==> src/assert_macros.svh <==
// Assertion macros shared by the RTL of the pattern unpacker.
// No dependencies; include before any module that asserts.
`ifndef ASSERT_MACROS_SVH
`define ASSERT_MACROS_SVH
`ifndef SYNTHESIS
// Same-cycle implication, disabled while reset is active
`define TPU_ASSERT_IMP(lbl, clk, rst_n, ante, cons) \
  lbl: assert property (@(posedge clk) disable iff (!rst_n) (ante) |-> (cons)) \
    else $error("tracker_pattern_unpacker: check failed");
// Next-cycle implication, disabled while reset is active
`define TPU_ASSERT_NXT(lbl, clk, rst_n, ante, cons) \
  lbl: assert property (@(posedge clk) disable iff (!rst_n) (ante) |=> (cons)) \
    else $error("tracker_pattern_unpacker: check failed");
`else
`define TPU_ASSERT_IMP(lbl, clk, rst_n, ante, cons)
`define TPU_ASSERT_NXT(lbl, clk, rst_n, ante, cons)
`endif
`endif

==> src/tpu_pkg.sv <==
// Package for the tracker pattern unpacker: byte codes, parse phases,
// controller states and the command/status structs. No dependencies.
package tpu_pkg;

  localparam int unsigned MaxRowsDefault = 128;
  localparam logic [7:0]  RestCodeReset  = 8'hBD;

  // Byte codes
  localparam logic [7:0] ByteEnd     = 8'h00;
  localparam logic [1:0] InstrHi     = 2'b00;  // 0x01-0x3F
  localparam logic [3:0] CmdNoteHi   = 4'h4;   // 0x40-0x4F
  localparam logic [3:0] CmdRestHi   = 4'h5;   // 0x50-0x5F
  localparam logic [1:0] RestRunHi   = 2'b11;  // 0xC0-0xFF
  localparam logic [3:0] CmdTempo    = 4'hF;
  localparam logic [3:0] CmdNone     = 4'h0;

  typedef enum logic [2:0] {
    PH_CODE        = 3'd0,
    PH_AFTER_INSTR = 3'd1,
    PH_FX_ARG      = 3'd2,
    PH_NOTE        = 3'd3,
    PH_REST_ARG    = 3'd4,
    PH_DONE        = 3'd5
  } phase_e;

  typedef enum logic {
    CS_IDLE = 1'b0,
    CS_RUN  = 1'b1
  } ctrl_state_e;

  // Controller to datapath
  typedef struct packed {
    logic accept;   // take the input byte, load the first result
    logic advance;  // load the next row of a rest run
  } tpu_cmd_t;

  // Datapath to controller
  typedef struct packed {
    logic has_result;  // the byte on the input gives a result
    logic more_rows;   // that result opens a run of further rows
    logic run_last;    // one row of the run remains
  } tpu_status_t;

  // Tempo command: arguments of 2 or more are raised by one
  function automatic logic [7:0] adjust_arg(input logic [3:0] cmd, input logic [7:0] a);
    logic [7:0] r;
    r = a;
    if (cmd == CmdTempo && a >= 8'd2) r = a + 8'd1;
    return r;
  endfunction

endpackage

==> src/tracker_pattern_unpacker.sv <==
// A result appears in the output register in the cycle after its byte is taken; a byte
// with no result gives none. One byte per cycle while the output is not stalled. A rest
// run holds the input; the run counter feeds the output register one row per free cycle.
// Reset (rst_ni, asynchronous, active low): parser back to code-byte phase, sticky
// values and row count cleared, rest code set to 0xBD, output empty.
`include "assert_macros.svh"
module tracker_pattern_unpacker
  import tpu_pkg::*;
#(
  parameter int unsigned MAX_ROWS = MaxRowsDefault
) (
  input  logic       clk_i,
  input  logic       rst_ni,
  input  logic       cfg_valid_i,
  output logic       cfg_ready_o,
  input  logic [7:0] cfg_rest_code_i,
  input  logic       in_valid_i,
  output logic       in_stall_o,
  input  logic [7:0] data_byte_i,
  input  logic       start_of_pattern_i,
  input  logic       final_byte_i,
  output logic       out_valid_o,
  input  logic       out_stall_i,
  output logic [7:0] note_o,
  output logic [5:0] instrument_o,
  output logic [3:0] command_o,
  output logic [7:0] argument_o,
  output logic       has_row_o,
  output logic       pattern_done_o,
  output logic [7:0] rows_total_o,
  output logic       last_of_run_o
);

  tpu_cmd_t    cmd;
  tpu_status_t status;

  // Configuration writes are always taken
  assign cfg_ready_o = 1'b1;

  tpu_ctrl u_ctrl (
    .clk_i       (clk_i),
    .rst_ni      (rst_ni),
    .in_valid_i  (in_valid_i),
    .in_stall_o  (in_stall_o),
    .out_valid_o (out_valid_o),
    .out_stall_i (out_stall_i),
    .status_i    (status),
    .cmd_o       (cmd)
  );

  tpu_datapath #(
    .MAX_ROWS (MAX_ROWS)
  ) u_datapath (
    .clk_i              (clk_i),
    .rst_ni             (rst_ni),
    .cfg_we_i           (cfg_valid_i && cfg_ready_o),
    .cfg_rest_code_i    (cfg_rest_code_i),
    .data_byte_i        (data_byte_i),
    .start_of_pattern_i (start_of_pattern_i),
    .final_byte_i       (final_byte_i),
    .cmd_i              (cmd),
    .status_o           (status),
    .note_o             (note_o),
    .instrument_o       (instrument_o),
    .command_o          (command_o),
    .argument_o         (argument_o),
    .has_row_o          (has_row_o),
    .pattern_done_o     (pattern_done_o),
    .rows_total_o       (rows_total_o),
    .last_of_run_o      (last_of_run_o)
  );

  // Run rows go out only while the input is held
  `TPU_ASSERT_IMP(a_advance_stalls, clk_i, rst_ni, cmd.advance, in_stall_o)
  // A byte that opens a run holds the input in the next cycle
  `TPU_ASSERT_NXT(a_run_holds_input, clk_i, rst_ni,
                  cmd.accept && status.has_result && status.more_rows, in_stall_o)
  // Pattern end is always the last transfer of its byte
  `TPU_ASSERT_IMP(a_done_is_last, clk_i, rst_ni, out_valid_o && pattern_done_o, last_of_run_o)
  // A bare end carries the end flags; a row count stays within the limit
  `TPU_ASSERT_IMP(a_bare_end, clk_i, rst_ni, out_valid_o && !has_row_o,
                  pattern_done_o && last_of_run_o)
  `TPU_ASSERT_IMP(a_row_count, clk_i, rst_ni, out_valid_o && has_row_o,
                  rows_total_o != 8'd0 && rows_total_o <= MAX_ROWS)

endmodule

==> src/tpu_ctrl.sv <==
// Controller of the pattern unpacker: input/output handshake and run sequencing.
// Depends on tpu_pkg.
module tpu_ctrl
  import tpu_pkg::*;
(
  input  logic        clk_i,
  input  logic        rst_ni,
  input  logic        in_valid_i,
  output logic        in_stall_o,
  output logic        out_valid_o,
  input  logic        out_stall_i,
  input  tpu_status_t status_i,
  output tpu_cmd_t    cmd_o
);

  ctrl_state_e state_q, state_d;
  logic        out_valid_q, out_valid_d;
  logic        slot_free;

  assign slot_free   = !out_valid_q || !out_stall_i;
  assign out_valid_o = out_valid_q;

  // Next state
  always_comb begin
    state_d = state_q;
    unique case (state_q)
      CS_IDLE: begin
        if (in_valid_i && slot_free && status_i.has_result && status_i.more_rows) begin
          state_d = CS_RUN;
        end
      end
      CS_RUN: begin
        if (slot_free && status_i.run_last) state_d = CS_IDLE;
      end
      default: state_d = CS_IDLE;
    endcase
  end

  // Handshake and datapath commands
  always_comb begin
    in_stall_o     = 1'b1;
    cmd_o.accept   = 1'b0;
    cmd_o.advance  = 1'b0;
    out_valid_d    = out_valid_q && out_stall_i;
    unique case (state_q)
      CS_IDLE: begin
        in_stall_o   = !slot_free;
        cmd_o.accept = in_valid_i && slot_free;
        if (cmd_o.accept) out_valid_d = status_i.has_result;
      end
      CS_RUN: begin
        cmd_o.advance = slot_free;
        if (slot_free) out_valid_d = 1'b1;
      end
      default: ;
    endcase
  end

  always_ff @(posedge clk_i or negedge rst_ni) begin
    if (!rst_ni) begin
      state_q     <= CS_IDLE;
      out_valid_q <= 1'b0;
    end else begin
      state_q     <= state_d;
      out_valid_q <= out_valid_d;
    end
  end

endmodule

==> src/tpu_datapath.sv <==
// Datapath of the pattern unpacker: decoder state, byte decode, rest-run counter
// and output register. Depends on tpu_pkg.
module tpu_datapath
  import tpu_pkg::*;
#(
  parameter int unsigned MAX_ROWS = MaxRowsDefault
) (
  input  logic        clk_i,
  input  logic        rst_ni,
  input  logic        cfg_we_i,
  input  logic [7:0]  cfg_rest_code_i,
  input  logic [7:0]  data_byte_i,
  input  logic        start_of_pattern_i,
  input  logic        final_byte_i,
  input  tpu_cmd_t    cmd_i,
  output tpu_status_t status_o,
  output logic [7:0]  note_o,
  output logic [5:0]  instrument_o,
  output logic [3:0]  command_o,
  output logic [7:0]  argument_o,
  output logic        has_row_o,
  output logic        pattern_done_o,
  output logic [7:0]  rows_total_o,
  output logic        last_of_run_o
);

  localparam logic [7:0] MaxRowsB = 8'(MAX_ROWS);

  // Decoder state
  phase_e     phase_q;
  logic [5:0] si_q, ri_q;
  logic [3:0] sc_q;
  logic [7:0] sa_q, rc_q, rest_code_q;
  logic [6:0] rem_q;
  logic       done_pend_q;

  // Output register
  logic [7:0] note_q, arg_q, total_q;
  logic [5:0] ins_q;
  logic [3:0] cmd_q;
  logic       has_row_q, done_q, last_q;

  // Effective state after an optional pattern restart
  phase_e     ph;
  logic [5:0] si, ri;
  logic [3:0] sc;
  logic [7:0] sa, rc;

  // Decode results
  phase_e     nx_ph;
  logic [5:0] nx_si, nx_ri;
  logic [3:0] nx_sc;
  logic [7:0] nx_sa, nx_rc;
  logic       row_en, bare_en;
  logic [7:0] row_note;
  logic [5:0] row_ins;
  logic [6:0] row_n;

  // Note-byte helpers
  logic [7:0] b, room;
  logic [6:0] cnt;
  logic       nb_run, nb_limit, one_limit;
  logic [6:0] nb_n;
  logic [7:0] nb_note;
  logic [5:0] nb_ins, nb_ins_code;

  always_comb begin
    if (start_of_pattern_i) begin
      ph = PH_CODE;
      si = '0;
      ri = '0;
      sc = '0;
      sa = '0;
      rc = '0;
    end else begin
      ph = phase_q;
      si = si_q;
      ri = ri_q;
      sc = sc_q;
      sa = sa_q;
      rc = rc_q;
    end
  end

  // Note byte: a single row, or a rest run cut at the row limit
  always_comb begin
    b         = data_byte_i;
    room      = MaxRowsB - rc;
    cnt       = 7'(9'd256 - {1'b0, b});
    nb_run    = (b[7:6] == RestRunHi);
    one_limit = (room == 8'd1);
    nb_limit  = nb_run ? ({1'b0, cnt} >= room) : one_limit;
    if (nb_run) begin
      nb_n = ({1'b0, cnt} >= room) ? room[6:0] : cnt;
    end else begin
      nb_n = 7'd1;
    end
    nb_note     = nb_run ? rest_code_q : b;
    nb_ins      = (nb_run || b == rest_code_q) ? 6'd0 : ((ri != 6'd0) ? ri : si);
    nb_ins_code = (nb_run || b == rest_code_q) ? 6'd0 : si;
  end

  // Byte decode
  always_comb begin
    nx_ph    = ph;
    nx_si    = si;
    nx_ri    = ri;
    nx_sc    = sc;
    nx_sa    = sa;
    row_en   = 1'b0;
    row_note = nb_note;
    row_ins  = nb_ins;
    row_n    = 7'd1;
    case (ph)
      PH_CODE, PH_AFTER_INSTR: begin
        if (b == ByteEnd) begin
          nx_ph = PH_DONE;
        end else if (ph == PH_CODE && b[7:6] == InstrHi) begin
          nx_si = b[5:0];
          nx_ri = b[5:0];
          nx_ph = final_byte_i ? PH_DONE : PH_AFTER_INSTR;
        end else begin
          if (ph == PH_CODE) nx_ri = '0;
          if (b[7:4] == CmdNoteHi) begin
            nx_sc = b[3:0];
            nx_sa = '0;
            if (final_byte_i) nx_ph = PH_DONE;
            else nx_ph = (b[3:0] != CmdNone) ? PH_FX_ARG : PH_NOTE;
          end else if (b[7:4] == CmdRestHi) begin
            nx_sc = b[3:0];
            nx_sa = '0;
            if (b[3:0] != CmdNone && !final_byte_i) begin
              nx_ph = PH_REST_ARG;
            end else begin
              row_en   = 1'b1;
              row_note = rest_code_q;
              row_ins  = '0;
              nx_ri    = '0;
              nx_ph    = (final_byte_i || one_limit) ? PH_DONE : PH_CODE;
            end
          end else begin
            row_en  = 1'b1;
            row_n   = nb_n;
            row_ins = (ph == PH_CODE) ? nb_ins_code : nb_ins;
            nx_ri   = '0;
            nx_ph   = (final_byte_i || nb_limit) ? PH_DONE : PH_CODE;
          end
        end
      end
      PH_FX_ARG: begin
        nx_sa = adjust_arg(sc, b);
        nx_ph = final_byte_i ? PH_DONE : PH_NOTE;
      end
      PH_NOTE: begin
        row_en = 1'b1;
        row_n  = nb_n;
        nx_ri  = '0;
        nx_ph  = (final_byte_i || nb_limit) ? PH_DONE : PH_CODE;
      end
      PH_REST_ARG: begin
        nx_sa    = adjust_arg(sc, b);
        row_en   = 1'b1;
        row_note = rest_code_q;
        row_ins  = '0;
        nx_ri    = '0;
        nx_ph    = (final_byte_i || one_limit) ? PH_DONE : PH_CODE;
      end
      PH_DONE: ;
      default: nx_ph = PH_DONE;
    endcase
    bare_en = (ph != PH_DONE) && !row_en && (nx_ph == PH_DONE);
    nx_rc   = row_en ? (rc + {1'b0, row_n}) : rc;
  end

  assign status_o.has_result = row_en || bare_en;
  assign status_o.more_rows  = row_en && (row_n != 7'd1);
  assign status_o.run_last   = (rem_q == 7'd1);

  // Control state: decoder registers, run counter, rest code
  always_ff @(posedge clk_i or negedge rst_ni) begin
    if (!rst_ni) begin
      phase_q     <= PH_CODE;
      si_q        <= '0;
      ri_q        <= '0;
      sc_q        <= '0;
      sa_q        <= '0;
      rc_q        <= '0;
      rem_q       <= '0;
      done_pend_q <= 1'b0;
      rest_code_q <= RestCodeReset;
    end else begin
      if (cfg_we_i) rest_code_q <= cfg_rest_code_i;
      if (cmd_i.accept) begin
        phase_q     <= nx_ph;
        si_q        <= nx_si;
        ri_q        <= nx_ri;
        sc_q        <= nx_sc;
        sa_q        <= nx_sa;
        rc_q        <= nx_rc;
        rem_q       <= row_n - 7'd1;
        done_pend_q <= (nx_ph == PH_DONE);
      end else if (cmd_i.advance) begin
        rem_q <= rem_q - 7'd1;
      end
    end
  end

  // Output register: load the first result, then step through the run
  always_ff @(posedge clk_i) begin
    if (cmd_i.accept && row_en) begin
      note_q    <= row_note;
      ins_q     <= row_ins;
      cmd_q     <= nx_sc;
      arg_q     <= nx_sa;
      has_row_q <= 1'b1;
      total_q   <= rc + 8'd1;
      last_q    <= (row_n == 7'd1);
      done_q    <= (row_n == 7'd1) && (nx_ph == PH_DONE);
    end else if (cmd_i.accept && bare_en) begin
      note_q    <= '0;
      ins_q     <= '0;
      cmd_q     <= '0;
      arg_q     <= '0;
      has_row_q <= 1'b0;
      total_q   <= rc;
      last_q    <= 1'b1;
      done_q    <= 1'b1;
    end else if (cmd_i.advance) begin
      total_q <= total_q + 8'd1;
      last_q  <= (rem_q == 7'd1);
      done_q  <= (rem_q == 7'd1) && done_pend_q;
    end
  end

  assign note_o         = note_q;
  assign instrument_o   = ins_q;
  assign command_o      = cmd_q;
  assign argument_o     = arg_q;
  assign has_row_o      = has_row_q;
  assign pattern_done_o = done_q;
  assign rows_total_o   = total_q;
  assign last_of_run_o  = last_q;

endmodule
==> config.mk <==
export PLATFORM = sky130hd
export DESIGN_NAME = tracker_pattern_unpacker
export DESIGN_NICKNAME = d
export VERILOG_FILES = /design/src/tpu_pkg.sv /design/src/tracker_pattern_unpacker.sv /design/src/tpu_ctrl.sv /design/src/tpu_datapath.sv
export VERILOG_INCLUDE_DIRS = /design/src /design/src/src
export SDC_FILE = /design/constraint.sdc
export NUM_CORES = 1
export LEC_CHECK = 0
export BUFFER_PORTS_ARGS = -buffer_cell sky130_fd_sc_hd__buf_2
export CAP_MARGIN = 20
export CORE_MARGIN = 10
export CORE_UTILIZATION = 25
export CTS_BUF_LIST = sky130_fd_sc_hd__clkbuf_2 sky130_fd_sc_hd__clkbuf_4 sky130_fd_sc_hd__clkbuf_8
export DETAILED_ROUTE_END_ITERATION = 10
export PLACE_DENSITY = 0.41
export SYNTH_ARGS = -nofsm -noshare
export SYNTH_HDL_FRONTEND = slang
export SYNTH_SLANG_ARGS = --single-unit
export TNS_END_PERCENT = 5
==> constraint.sdc <==
create_clock -name clk_i -period 5.45 [get_ports clk_i]
set_input_delay 0 -clock clk_i [delete_from_list [all_inputs] [get_ports clk_i]]
set_output_delay 0 -clock clk_i [all_outputs]
set_load 0.1 [all_outputs]
==> results.toml <==
[outcome]
outcome = "finished, final reports clean"

[synth]
synth_top_family_by_area = "simple AND/OR/NAND/NOR gates"
ys_ff_latch = 90
synth_ff_type = "dfrtp_1"
synth-seq-area-share_pct = 40.98
synth.distinct_cells = 67
yosys.area.top_type = "dfrtp_1"
synth_compound_area_share_pct = 18.15
synth_xor_area_share_pct = 6.780
post_synth_and_or_nand_nor_area_fraction_pct = 21.52
muxShareOfSynthArea_pct = 2.211
syn_inst = 685
synth_fa_ha_area_share_pct = 5.391
synth.most_common_cell = "nand2_1"
syn_nets = 733
synth_area_leaders = "dfrtp_1 20%, edfxtp_1 18%, nand2_1 6.4%"
synth_edf_count = 36
syn_area_per_cell_um2 = 8.674
synth_area_um2 = 5942
ys.warnings.count = 0
synth-async-reset-ratio_pct = 58.89
synth_top_area_share_pct = 19.79
synthTopCellsByCount = "101 x nand2_1, 63 x nor2_1, 58 x o21ai_0"

[die]
design.die.area_um2 = 30340
dieHeight_um = 174.2
top_level_ports = 63
core_um2 = 23400
fp-row-count = 56
fp.dieW_um = 174.2
initial_utilization_pct = 25.39

[detailed_routing]
drt-total-wl_mm = 18.62
drt_iter0_drc = 322
drt-pass1-iter-count = 5
wl_per_cell_um = 17.47
via_per_inst = 4.922
remaining_drc_errors = 0
antenna_left = 0
vias = 5247

[power_and_ir_drop]
seqPwrFrac_pct = 33.5
p_leak_uw = 0.002779
p_clk_share_pct = 13.3
p_sw_uw = 1780
ir_drop_uv = 197.6
p_int_uw = 1672
p_per_area_nw_per_um2 = 502.1
netSwitchingFraction_pct = 51.57
combPwrFrac_pct = 53.2

[worst_setup_path]
crit_type = "input port to flip-flop"
start_kind = "input port"
cp_slowest_cell = "nor3b_1"
crit_family = "compound AO/OA/AOI/OAI gates"
cp_cell_sequence = "dlygate4sd3_1 > buf_2 > inv_1 > ha_1 > nor3b_1 > xnor2_1 > ha_1 > nand4_1 > o221a_2 > nor2_2 > nand2_1 > a21oi_1 > ha_1 > a21o_1 > a21oi_1 > o21bai_1 > a21oi_1 > o21bai_1 > a21oi_1 > o221ai_1 > o21ai_0"
end_kind = "flip-flop"
max_stage_delay_ns = 0.58
critPathArrivalTime_ns = 5.13
required_ns = 5.76
path_buf_inv = 3
cpMostUsedCell = "a21oi_1"
crit_fanout = 11

[sta]
setup_viol = 0
hold_violations = 0
worstMarginPinSlew_ns = 1.133
slew_violations = 0
period_share_pct = 88.38
rsz0062_at_grt = "no"
finalSetupTns_ns = 0
fmax_mhz = 207.6
slew_headroom_pct = 24.27
final.min_clock_period_ns = 4.817
skew_ns = 0.01650

[clock_tree]
cts_tree = "done"
cts.sinks = 90
cts_resized = 0
root_buffer = "clkbuf_8"
clk_latency_ns = 0.39
clk_path_buf_depth = 2
h-tree-depth = 3
holdBufCountCts = 16
numCtsBuffers = 9
clkTransAtPathRegs_ns = 0.11
cts_setup_buffers = 0

[flow_run]
max_cap_viol_count = 0

[final_layout]
num_antenna_cells = 0
num-fill-cells = 2548
drive_above_1_share_pct = 15.26
finalNonFillerCells = 1066
layout.nets = 790
area_growth_pct = 15.69

[place]
hpwl_mm = 13.54
port_buffers = 61
dp.cells = 1034
routabilityCongestion = 0.8633

[min_path]
min-delay-path-class = "input port to flip-flop"

[global_routing]
top_usage_layer = "met2"
met3_usage_pct = 2.362
grt_util_all_layers_pct = 12.29
grt_overflow_total = 0
grt_max_degree = 54
antenna_found_initial = 0
grt_pass1_vias = 5325
grtUsageMet2_pct = 18.67
grt_pass1_wl_mm = 30.12
use_met1_pct = 16.92
per-layer routing:
layer	up-vias	wire (µm)
met4	0	373
met1	2554	9104
met2	142	8242
met5	-	0
met3	28	900
li1	2523	-
through the flow:
step | hold WS (ns) | cell area, µm² | util, % | setup slack [ns] | power, µW
finish | 0.03503 | 6874 | 29.37 | 0.6331 | 3452
global route | 0.03404 | 6874 | 29.37 | 0.3844 | 3705
CTS | 0.0007448 | 6874 | 29.37 | 0.7349 | 3477
detailed placement | 0.2061 | 6531 | 27.91 | 0.7649 | 2989
global placement | 0.1963 | 6531 | 27.91 | 0.9051 | 2975
floorplan | -0.2956 | 5942 | - | 0.8857 | 2591
final timing paths:
kind | from | to | slack, ns | cells after the start
worst max-delay path | data_byte_i[0] | u_datapath.rc_q[7] | 0.63 | 21
worst min-delay path | cfg_valid_i | u_datapath.rest_code_q[7] | 0.04 | 2
worst max register to register | u_datapath.rc_q[0] | u_datapath.rc_q[7] | 0.67 | 21
worst min register to register | u_datapath.has_row_o | u_datapath.has_row_o | 0.49 | 2
max in group asynchronous | rst_ni | u_datapath.rem_q[2] | 4.67 | 3
min in group asynchronous | rst_ni | u_datapath.sc_q[1] | 0.29 | 3
layout make-up:
cell class	instances	area (µm²)	area share, %
flip-flops and latches	90	2435	35.42
repair buffers	85	525.5	7.645
well taps	319	399.1	5.806
multi-input cells	525	3216	46.78
clock inverters	5	37.54	0.5461
clock buffers	11	145.1	2.111
inverters	31	116.4	1.693
cell families (layout without fill, tap and decap cells):
family          after synthesis  count (layout)
compound gates              174             174
flops                        90              90
simple gates                267             267
xor+xnor                     46              46
buf+inv                      70             132
fa+ha+maj                    25              25
other cells                   1               1
mux                          12              12
power by group through the flow:
stage	registers [µW]	clock network, µW	logic [µW]
after floorplan	1600	0	990
after global placement	1160	0	1810
after detailed placement	1160	0	1820
after CTS	1150	482	1840
after global routing	1190	507	2010
final	1160	458	1840
sequential cells by signal, summed over array words and instances (netlist names), 3 cells and up:
| name | flops |
|---|---|
| u_datapath.instrument_o | 6 |
| u_datapath.rows_total_o | 8 |
| u_datapath.sa_q | 8 |
| u_datapath.rem_q | 7 |
| u_datapath.argument_o | 8 |
| u_datapath.sc_q | 4 |
| u_datapath.ri_q | 6 |
| u_datapath.note_o | 8 |
| u_datapath.rc_q | 8 |
| u_datapath.rest_code_q | 8 |
| u_datapath.si_q | 6 |
| u_datapath.command_o | 4 |
| u_datapath.phase_q | 3 |
cells in the final DEF, fill, tap and decap left out, drive strengths merged, types with 3 or more instances in the layout:
cell type | Yosys | final
nor3 | 14 | 14
o211ai | 8 | 8
nand4 | 7 | 7
nor3b | 6 | 6
o21bai | 4 | 4
dfrtp | 47 | 47
nor2b | 12 | 12
or3 | 9 | 9
o21ai | 64 | 64
and2 | 5 | 5
a31oi | 4 | 4
mux2i | 3 | 3
ha | 24 | 24
a22oi | 6 | 6
dlygate4sd3 | 0 | 16
clkbuf | 29 | 11
xor2 | 12 | 12
clkinv | 0 | 3
dfstp | 6 | 6
nor4 | 4 | 4
a211oi | 3 | 3
xnor2 | 34 | 34
mux2 | 9 | 9
inv | 31 | 32
a21oi | 51 | 51
o221ai | 5 | 5
edfxtp | 36 | 36
nor2 | 64 | 64
buf | 10 | 69
nand3 | 22 | 22
and3 | 9 | 9
a22o | 9 | 9
a311oi | 4 | 4
nand2 | 101 | 101
nand2b | 7 | 7
No activity file was read; power rests on OpenSTA's default activity.
